## src/rtl/core/pat_pkg.sv

```systemverilog
// Shared types and codes for the presence aging table.
package pat_pkg;

  localparam int unsigned ADDR_W    = 48;
  localparam int unsigned TIME_W    = 32;
  localparam int unsigned TIMEOUT_W = 31;
  localparam int unsigned LIVES_W   = 4;
  localparam int unsigned FUNC_W    = 2;
  localparam int unsigned CFG_IDX_W = 8;
  localparam int unsigned CFG_DAT_W = 32;

  localparam logic [FUNC_W-1:0] FUNC_SIGHT = 2'd0;
  localparam logic [FUNC_W-1:0] FUNC_TICK  = 2'd1;
  localparam logic [FUNC_W-1:0] FUNC_WATCH = 2'd2;

  localparam logic [CFG_IDX_W-1:0] REG_TIMEOUT = 8'd0;
  localparam logic [CFG_IDX_W-1:0] REG_LIVES   = 8'd1;

  localparam logic [TIMEOUT_W-1:0] TIMEOUT_RST = 31'd10000;
  localparam logic [LIVES_W-1:0]   LIVES_RST   = 4'd3;

  typedef struct packed {
    logic [ADDR_W-1:0]  addr;
    logic [TIME_W-1:0]  seen;
    logic [LIVES_W-1:0] lives;
    logic               present;
  } entry_t;

  typedef struct packed {
    logic [ADDR_W-1:0] addr;
    logic              present;
    logic              is_new;
    logic              full;
  } result_t;

  typedef struct packed {
    logic [FUNC_W-1:0]    func;
    logic [ADDR_W-1:0]    addr;
    logic [TIME_W-1:0]    now;
    logic [TIMEOUT_W-1:0] timeout;
    logic [LIVES_W-1:0]   reload;
  } item_ctx_t;

  typedef enum logic [3:0] {
    ST_IDLE  = 4'b0001,
    ST_SCAN  = 4'b0010,
    ST_FIN   = 4'b0100,
    ST_FLUSH = 4'b1000
  } state_e;

endpackage

```

## src/rtl/core/pat_cell.sv

```systemverilog
// One table cell: holds an entry and takes its neighbour's entry on a shift.
module pat_cell (
  input  logic            clk_i,
  input  logic            shift_en_i,
  input  pat_pkg::entry_t shift_data_i,
  input  logic            wr_en_i,
  input  pat_pkg::entry_t wr_data_i,
  output pat_pkg::entry_t data_o
);
  import pat_pkg::*;

  entry_t entry_q;

  always_ff @(posedge clk_i) begin
    if (wr_en_i) begin
      entry_q <= wr_data_i;
    end else if (shift_en_i) begin
      entry_q <= shift_data_i;
    end
  end

  assign data_o = entry_q;

endmodule

```

## src/rtl/core/pat_head.sv

```systemverilog
// Update logic at the head of the ring: refresh or age the entry passing by.
module pat_head (
  input  pat_pkg::entry_t    entry_i,
  input  logic               valid_i,
  input  pat_pkg::item_ctx_t ctx_i,
  output pat_pkg::entry_t    entry_o,
  output logic               event_o,
  output logic               match_o
);
  import pat_pkg::*;

  logic [TIME_W-1:0] elapsed;
  logic              expired;
  logic [LIVES_W-1:0] lives_dec;

  assign elapsed   = ctx_i.now - entry_i.seen;
  assign expired   = elapsed > {1'b0, ctx_i.timeout};
  assign lives_dec = entry_i.lives - LIVES_W'(1);

  always_comb begin
    entry_o = entry_i;
    event_o = 1'b0;
    match_o = 1'b0;
    case (ctx_i.func)
      FUNC_SIGHT: begin
        if (valid_i && entry_i.addr == ctx_i.addr) begin
          entry_o.present = 1'b1;
          entry_o.seen    = ctx_i.now;
          entry_o.lives   = ctx_i.reload;
          event_o         = 1'b1;
          match_o         = 1'b1;
        end
      end
      FUNC_TICK: begin
        if (valid_i && entry_i.lives != '0 && expired) begin
          entry_o.lives = lives_dec;
          entry_o.seen  = ctx_i.now;
          if (lives_dec == '0) begin
            entry_o.present = 1'b0;
            event_o         = 1'b1;
          end
        end
      end
      default: begin
      end
    endcase
  end

endmodule

```

## src/rtl/core/presence_aging_table_core.sv

```systemverilog
// Top level of the presence aging table: ring of cells, sequencer and output stage.
//
// Input beats arrive on the s_axis channel: tuser carries the function code
// (sighting, tick or watch), tdata the device address and the current time.
// Results leave on m_axis, one beat per event, tlast on the final event of an
// item. Registers (timeout, lives reload) are written on the cfg channel,
// which is always ready; write them only while the block is idle.
// The table is a ring of TABLE_DEPTH cells that rotates by one cell a cycle
// while an item is scanned, unless halted; the head cell passes through the
// update logic. A sighting or a tick scans every cell, then passes the finish
// and flush states; a watch or an unused code goes straight to finish and flush.
// The input reopens on the edge that leaves flush. s_axis_tready_o is high only
// while idle, even with a result still waiting; one item is worked at a time.
// Events wait one in a pending slot so that tlast can be set on the final
// one, then move to the output register. When the receiver stalls, the ring
// halts until the output register frees, so no event is lost.
// Reset clears the entry count, watch-only mode, registers to defaults and
// the control state; cell contents stay undefined and are never read unwritten.
module presence_aging_table_core #(
  parameter int unsigned TABLE_DEPTH = 32
) (
  input  logic                          clk_i,
  input  logic                          rst_ni,
  // tdata: address [47:0], now_ms [79:48]
  input  logic [79:0]                   s_axis_tdata_i,
  // tuser: func [1:0]
  input  logic [pat_pkg::FUNC_W-1:0]    s_axis_tuser_i,
  input  logic                          s_axis_tvalid_i,
  output logic                          s_axis_tready_o,
  // tdata: event_address [47:0]
  output logic [pat_pkg::ADDR_W-1:0]    m_axis_tdata_o,
  // tuser: present [0], is_new [1], table_full [2]
  output logic [2:0]                    m_axis_tuser_o,
  output logic                          m_axis_tlast_o,
  output logic                          m_axis_tvalid_o,
  input  logic                          m_axis_tready_i,
  input  logic                          cfg_valid_i,
  output logic                          cfg_ready_o,
  input  logic [pat_pkg::CFG_IDX_W-1:0] cfg_index_i,
  input  logic [pat_pkg::CFG_DAT_W-1:0] cfg_data_i
);
  import pat_pkg::*;

  localparam int unsigned IDX_W = (TABLE_DEPTH > 1) ? $clog2(TABLE_DEPTH) : 1;
  localparam int unsigned CNT_W = $clog2(TABLE_DEPTH + 1);

  // Registers and item context
  logic [TIMEOUT_W-1:0] timeout_q, timeout_d;
  logic [LIVES_W-1:0]   reload_q, reload_d;
  logic [FUNC_W-1:0]    func_q;
  logic [ADDR_W-1:0]    addr_q;
  logic [TIME_W-1:0]    now_q;

  state_e             state_q, state_d;
  logic [IDX_W-1:0]   idx_q, idx_d;
  logic [CNT_W-1:0]   count_q, count_d;
  logic               watch_q, watch_d;
  logic               found_q, found_d;

  logic               pend_v_q, pend_v_d;
  result_t            pend_q, pend_d;
  logic               out_v_q, out_v_d;
  result_t            out_q, out_d;
  logic               out_last_q, out_last_d;

  entry_t             cell_data [TABLE_DEPTH];
  entry_t             head_next;
  logic               head_event, head_match;
  item_ctx_t          ctx;

  logic               in_beat, cfg_beat, out_free, shift_en, ins_en;
  logic               fin_event, table_full;
  result_t            new_ev, fin_ev;
  entry_t             ins_data;

  assign in_beat   = s_axis_tvalid_i && s_axis_tready_o;
  assign cfg_beat  = cfg_valid_i && cfg_ready_o;
  assign out_free  = !out_v_q || m_axis_tready_i;
  assign table_full = count_q >= CNT_W'(TABLE_DEPTH);

  assign ctx.func    = func_q;
  assign ctx.addr    = addr_q;
  assign ctx.now     = now_q;
  assign ctx.timeout = timeout_q;
  assign ctx.reload  = reload_q;

  pat_head u_head (
    .entry_i (cell_data[0]),
    .valid_i (CNT_W'(idx_q) < count_q),
    .ctx_i   (ctx),
    .entry_o (head_next),
    .event_o (head_event),
    .match_o (head_match)
  );

  // Ring of cells: each takes its upper neighbour, the top takes the head result
  for (genvar i = 0; i < TABLE_DEPTH; i++) begin : g_cell
    entry_t shift_in;
    if (i == TABLE_DEPTH - 1) begin : g_top
      assign shift_in = head_next;
    end else begin : g_mid
      assign shift_in = cell_data[i+1];
    end
    pat_cell u_cell (
      .clk_i        (clk_i),
      .shift_en_i   (shift_en),
      .shift_data_i (shift_in),
      .wr_en_i      (ins_en && count_q == CNT_W'(i)),
      .wr_data_i    (ins_data),
      .data_o       (cell_data[i])
    );
  end

  assign new_ev.addr    = cell_data[0].addr;
  assign new_ev.present = head_next.present;
  assign new_ev.is_new  = 1'b0;
  assign new_ev.full    = 1'b0;

  assign ins_data.addr    = addr_q;
  assign ins_data.seen    = now_q;
  assign ins_data.lives   = reload_q;
  assign ins_data.present = (func_q == FUNC_SIGHT);

  // Closing event of an item: insert of an unknown address, or a drop on a full table
  always_comb begin
    fin_event      = 1'b0;
    fin_ev.addr    = addr_q;
    fin_ev.present = 1'b0;
    fin_ev.is_new  = 1'b0;
    fin_ev.full    = 1'b0;
    case (func_q)
      FUNC_SIGHT: begin
        if (!found_q && !watch_q) begin
          fin_event      = 1'b1;
          fin_ev.present = !table_full;
          fin_ev.is_new  = !table_full;
          fin_ev.full    = table_full;
        end
      end
      FUNC_WATCH: begin
        if (table_full) begin
          fin_event   = 1'b1;
          fin_ev.full = 1'b1;
        end
      end
      default: begin
      end
    endcase
  end

  always_comb begin
    state_d    = state_q;
    idx_d      = idx_q;
    count_d    = count_q;
    watch_d    = watch_q;
    found_d    = found_q;
    pend_v_d   = pend_v_q;
    pend_d     = pend_q;
    out_v_d    = out_v_q && !m_axis_tready_i;
    out_d      = out_q;
    out_last_d = out_last_q;
    shift_en   = 1'b0;
    ins_en     = 1'b0;
    timeout_d  = timeout_q;
    reload_d   = reload_q;

    if (cfg_beat) begin
      if (cfg_index_i == REG_TIMEOUT) begin
        timeout_d = cfg_data_i[TIMEOUT_W-1:0];
      end else if (cfg_index_i == REG_LIVES) begin
        reload_d = cfg_data_i[LIVES_W-1:0];
      end
    end

    case (state_q)
      ST_IDLE: begin
        if (in_beat) begin
          idx_d   = '0;
          found_d = 1'b0;
          if (s_axis_tuser_i == FUNC_SIGHT || s_axis_tuser_i == FUNC_TICK) begin
            state_d = ST_SCAN;
          end else begin
            state_d = ST_FIN;
          end
        end
      end
      ST_SCAN: begin
        // Halt the ring while a second event has nowhere to go
        if (!head_event || !pend_v_q || out_free) begin
          shift_en = 1'b1;
          if (head_match) begin
            found_d = 1'b1;
          end
          if (head_event) begin
            if (pend_v_q) begin
              out_v_d    = 1'b1;
              out_d      = pend_q;
              out_last_d = 1'b0;
            end
            pend_v_d = 1'b1;
            pend_d   = new_ev;
          end
          idx_d = idx_q + IDX_W'(1);
          if (idx_q == IDX_W'(TABLE_DEPTH - 1)) begin
            idx_d   = '0;
            state_d = ST_FIN;
          end
        end
      end
      ST_FIN: begin
        if (!fin_event || !pend_v_q || out_free) begin
          if (func_q == FUNC_WATCH) begin
            watch_d = 1'b1;
          end
          if (!table_full && (func_q == FUNC_WATCH ||
              (func_q == FUNC_SIGHT && !found_q && !watch_q))) begin
            ins_en  = 1'b1;
            count_d = count_q + CNT_W'(1);
          end
          if (fin_event) begin
            if (pend_v_q) begin
              out_v_d    = 1'b1;
              out_d      = pend_q;
              out_last_d = 1'b0;
            end
            pend_v_d = 1'b1;
            pend_d   = fin_ev;
          end
          state_d = ST_FLUSH;
        end
      end
      ST_FLUSH: begin
        // Release the held event with tlast
        if (!pend_v_q) begin
          state_d = ST_IDLE;
        end else if (out_free) begin
          out_v_d    = 1'b1;
          out_d      = pend_q;
          out_last_d = 1'b1;
          pend_v_d   = 1'b0;
          state_d    = ST_IDLE;
        end
      end
      default: begin
        state_d = ST_IDLE;
      end
    endcase
  end

  always_ff @(posedge clk_i or negedge rst_ni) begin
    if (!rst_ni) begin
      state_q   <= ST_IDLE;
      idx_q     <= '0;
      count_q   <= '0;
      watch_q   <= 1'b0;
      found_q   <= 1'b0;
      pend_v_q  <= 1'b0;
      out_v_q   <= 1'b0;
      timeout_q <= TIMEOUT_RST;
      reload_q  <= LIVES_RST;
    end else begin
      state_q   <= state_d;
      idx_q     <= idx_d;
      count_q   <= count_d;
      watch_q   <= watch_d;
      found_q   <= found_d;
      pend_v_q  <= pend_v_d;
      out_v_q   <= out_v_d;
      timeout_q <= timeout_d;
      reload_q  <= reload_d;
    end
  end

  // Payload: no reset
  always_ff @(posedge clk_i) begin
    pend_q     <= pend_d;
    out_q      <= out_d;
    out_last_q <= out_last_d;
    if (in_beat) begin
      func_q <= s_axis_tuser_i;
      addr_q <= s_axis_tdata_i[ADDR_W-1:0];
      now_q  <= s_axis_tdata_i[ADDR_W+TIME_W-1:ADDR_W];
    end
  end

  assign s_axis_tready_o = (state_q == ST_IDLE);
  assign cfg_ready_o     = 1'b1;
  assign m_axis_tvalid_o = out_v_q;
  assign m_axis_tdata_o  = out_q.addr;
  assign m_axis_tuser_o  = {out_q.full, out_q.is_new, out_q.present};
  assign m_axis_tlast_o  = out_last_q;

endmodule

```

## config.mk

```make
export PLATFORM = sky130hd
export DESIGN_NAME = presence_aging_table_core
export DESIGN_NICKNAME = d
export VERILOG_FILES = /design/src/rtl/core/pat_pkg.sv /design/src/rtl/core/pat_cell.sv /design/src/rtl/core/pat_head.sv /design/src/rtl/core/presence_aging_table_core.sv
export SDC_FILE = /design/constraint.sdc
export NUM_CORES = 2
export LEC_CHECK = 0
export BUFFER_PORTS_ARGS = -buffer_cell sky130_fd_sc_hd__buf_2
export CORE_MARGIN = 5
export CORE_UTILIZATION = 45
export CTS_BUF_LIST = sky130_fd_sc_hd__clkbuf_8
export DETAILED_ROUTE_END_ITERATION = 8
export GPL_TIMING_DRIVEN = 0
export REMOVE_ABC_BUFFERS = 1
export SYNTH_ARGS = -nofsm -noshare
export SYNTH_HDL_FRONTEND = slang
export SYNTH_HIERARCHICAL = 1
export SYNTH_SLANG_ARGS = --single-unit
```

## constraint.sdc

```tcl
create_clock -name clk_i -period 8.4 [get_ports clk_i]
set_clock_uncertainty 0.05 [all_clocks]
set_input_delay 1.26 -clock clk_i [delete_from_list [all_inputs] [get_ports clk_i]]
set_output_delay 1.26 -clock clk_i [all_outputs]
set_load 0.05 [all_outputs]
```

==> flow_summary.toml <==
[outcome]
status = "completed"

[global_route]
first_global_vias = 68500
grt_max_degree = 55
track_usage_pct = 21.4
grt.overflow.total = 0
grt_pass1_wl_um = 490000
antenna_found_initial = 16

[die]
fp.dieW_um = 557
die_h_um = 557
ioPinCount = 182
coreArea_um2 = 297000
start_util_pct = 45.2
die_area_um2 = 310000
rows = 200

[worst_setup_path]
end_kind = "flip-flop"
critical_path_class = "reg -> reg"
worstPathRequired_ps = 8990
worstSetupStartpointType = "flip-flop"
path_max_fanout = 39
r2r_cells = 23
cp.arrival_ps = 8740
cp-startpoint = "now_q[9]"
rr_endpoint = "g_cell[28].u_cell/data_o[39]"
r2r_start = "now_q[9]"
r2r_setup_slack_ps = 250
cp-endpoint = "g_cell[28].u_cell/data_o[39]"

[yosys]
ys.flop_type = "edfxtp_1"
yosysWarnings = 6
synth-seq-cells = 2959
syn_area_um2 = 134000
syn_inst = 6993
synth_cell_types = 85
postSynthAreaPerCell_um2 = 19.2
ys_seq_area_share_pct = 65.9
async_reset_ff_share_pct = 1.82
synth_edf_count = 2905

[drt]
ant_nets = 0
via_count = 67300
wl_um = 344000
drc = 0
dr.pass1.iters = 6
wl_per_cell_um = 29.1
first_iter_violations = 6152
vias_per_cell = 5.68

[hold_path]
min_path_type = "in -> async"

[cts]
cts_tree = "done"
root_buffer = "clkbuf_8"
numCtsBuffers = 482
worstSkewPairLatency_ps = 1080
cts.clk_slew.worst_paths_ps = 80
htree_levels = 5
clock_sinks = 2959
clockBufferDepth = 4

[power]
power_density_nw_per_um2 = 253
ir_worst_vdd_v = 0.000236
p_total_mw = 38.0
p_leak_nw = 51.7

[place]
place_congestion = 0.785
io_buffers = 179
hpwl_um = 222000
placed_area_um2 = 141000
post-place-ws_ps = -435

[timing]
slew_headroom_pct = 5.41
fmax_mhz = 123
period_needed_ps = 8150
slew_viol_final = 0
holdWs_ps = 294
rsz0062_at_grt = "no"
setup_viol = 0
tightest_slew_ps = 1410
hold_violations = 0
setup_ws_ps = 255
period_share_pct = 97.0

[cells_and_area]
fin_area_um2 = 150000
drive_gt1_share_pct = 49.4
nets = 7720
areaGrowthSynthToFinish_pct = 11.8
layout_commonest_cell = "edfxtp_1"
final_cell_mix = "2905 x edfxtp_1, 1509 x mux2_2, 1278 x mux2_4"
finish.utilization_pct = 50.6

[flow_run]
cap_violations = 0
[repair_timing]
item                                    CTS  global route
gates resized for setup                   1             1
setup endpoints to repair              2039          2129
pin swaps                                 2             5
gates cloned                              2             4
hold buffers                              0             0
buffers inserted                          0            11
endpoints found under the hold margin     0             0
[worst max-delay path: stages, from the launching register on]
cell	delay [ps]
edfxtp_1	1060
ha_1	470
a21oi_2	250
a21boi_1	130
o311a_1	380
a221oi_4	350
o21ai_0	270
o41ai_1	590
xnor2_1	190
ha_1	270
a21oi_1	150
nor2_1	50
a2111oi_0	460
o21ai_0	270
a211oi_1	380
o32ai_4	250
nand2_4	160
or3b_1	160
nand2_1	240
a21oi_4	220
buf_12	170
or2_4	500
buf_12	280
buf_16	290
[per-layer routing]
metal  vias to the layer above  wire length, um  global-route usage, %
li1                      28300                -                      -
met1                     35800           152000                   30.1
met2                      2494           160000                   34.4
met3                       638            21000                   3.15
met4                         0            11000                   6.78
met5                         -                0                      0
[area by class of cell]
cell class	count	area [um^2]
inverters	86	328
repair buffers	426	6250
fillers	24100	147000
multi-input cells	3563	41600
clock buffers	492	6770
diodes	5	12.5
clock inverters	377	1840
well taps	3939	4930
flip-flops and latches	2959	88600
[how the worst min path moves through the flow]
stage | from | endpoint | slack [ps] | cells past startpoint
detailed placement | pend_q[19] | m_axis_tdata_o[16] | 350 | 0
CTS | s_axis_tdata_i[12] | addr_q[12] | 190 | 1
global placement | pend_q[12] | m_axis_tdata_o[9] | 350 | 0
floorplan | pend_q[3] | m_axis_tdata_o[0] | 350 | 0
finish | rst_ni | count_q[3] | 290 | 1
global route | s_axis_tdata_i[12] | addr_q[12] | 240 | 1
[stage by stage]
stage | instances | setup TNS [ps]
2_1_floorplan | 6602 | -3200480
3_3_place_gp | 10700 | -
3_5_place_dp | 11000 | -226760
4_1_cts | 11800 | 0
5_1_grt | 11800 | 0
6_report | 11800 | 0
[synthesized netlist by cell type, drive strengths merged, types with 18 or more instances]
cell / n / area, um^2
mux2: 2787 / 36200
xnor2: 35 / 307
a21oi: 43 / 219
inv: 86 / 323
dfrtp: 46 / 1150
edfxtp: 2905 / 87200
o21ai: 35 / 175
nor3: 19 / 100
nand3: 18 / 90.1
nor2: 78 / 293
ha: 74 / 926
or2: 37 / 231
a21o: 22 / 165
nand2: 194 / 738
buf: 375 / 4310
xor2: 31 / 272
nor2b: 20 / 125
[cells by family (layout without fill, tap and decap cells)]
| logic type | count (synthesis) | in the layout | synth area share (%) |
|---|---|---|---|
| buf+inv | 477 | 1381 | 3.49 |
| fa+ha+maj | 75 | 75 | 0.704 |
| other cells | 1 | 6 | 0.00279 |
| flops | 2959 | 2959 | 65.9 |
| mux | 2789 | 2789 | 26.9 |
| xor+xnor | 66 | 66 | 0.430 |
| simple gates | 456 | 461 | 1.66 |
| compound gates | 170 | 171 | 0.895 |
[where the power goes]
part | switching (mW) | total, mW | internal [mW]
logic | 3.34 | 6.02 | 2.68
clock network | 5.86 | 11.5 | 5.68
registers | 1.48 | 20.4 | 18.9
[state kept, by name (all words and copies together) (netlist names), 2 cells and up]
register and count:
addr_q 48, count_q 6, func_q 2, g_cell.u_cell/data_o 2720
idx_q 5, m_axis_tdata_o 48, m_axis_tuser_o 3, now_q 32
pend_q 51, reload_q 4, state_q 4, timeout_q 31
(Power assumes the default switching activity.)
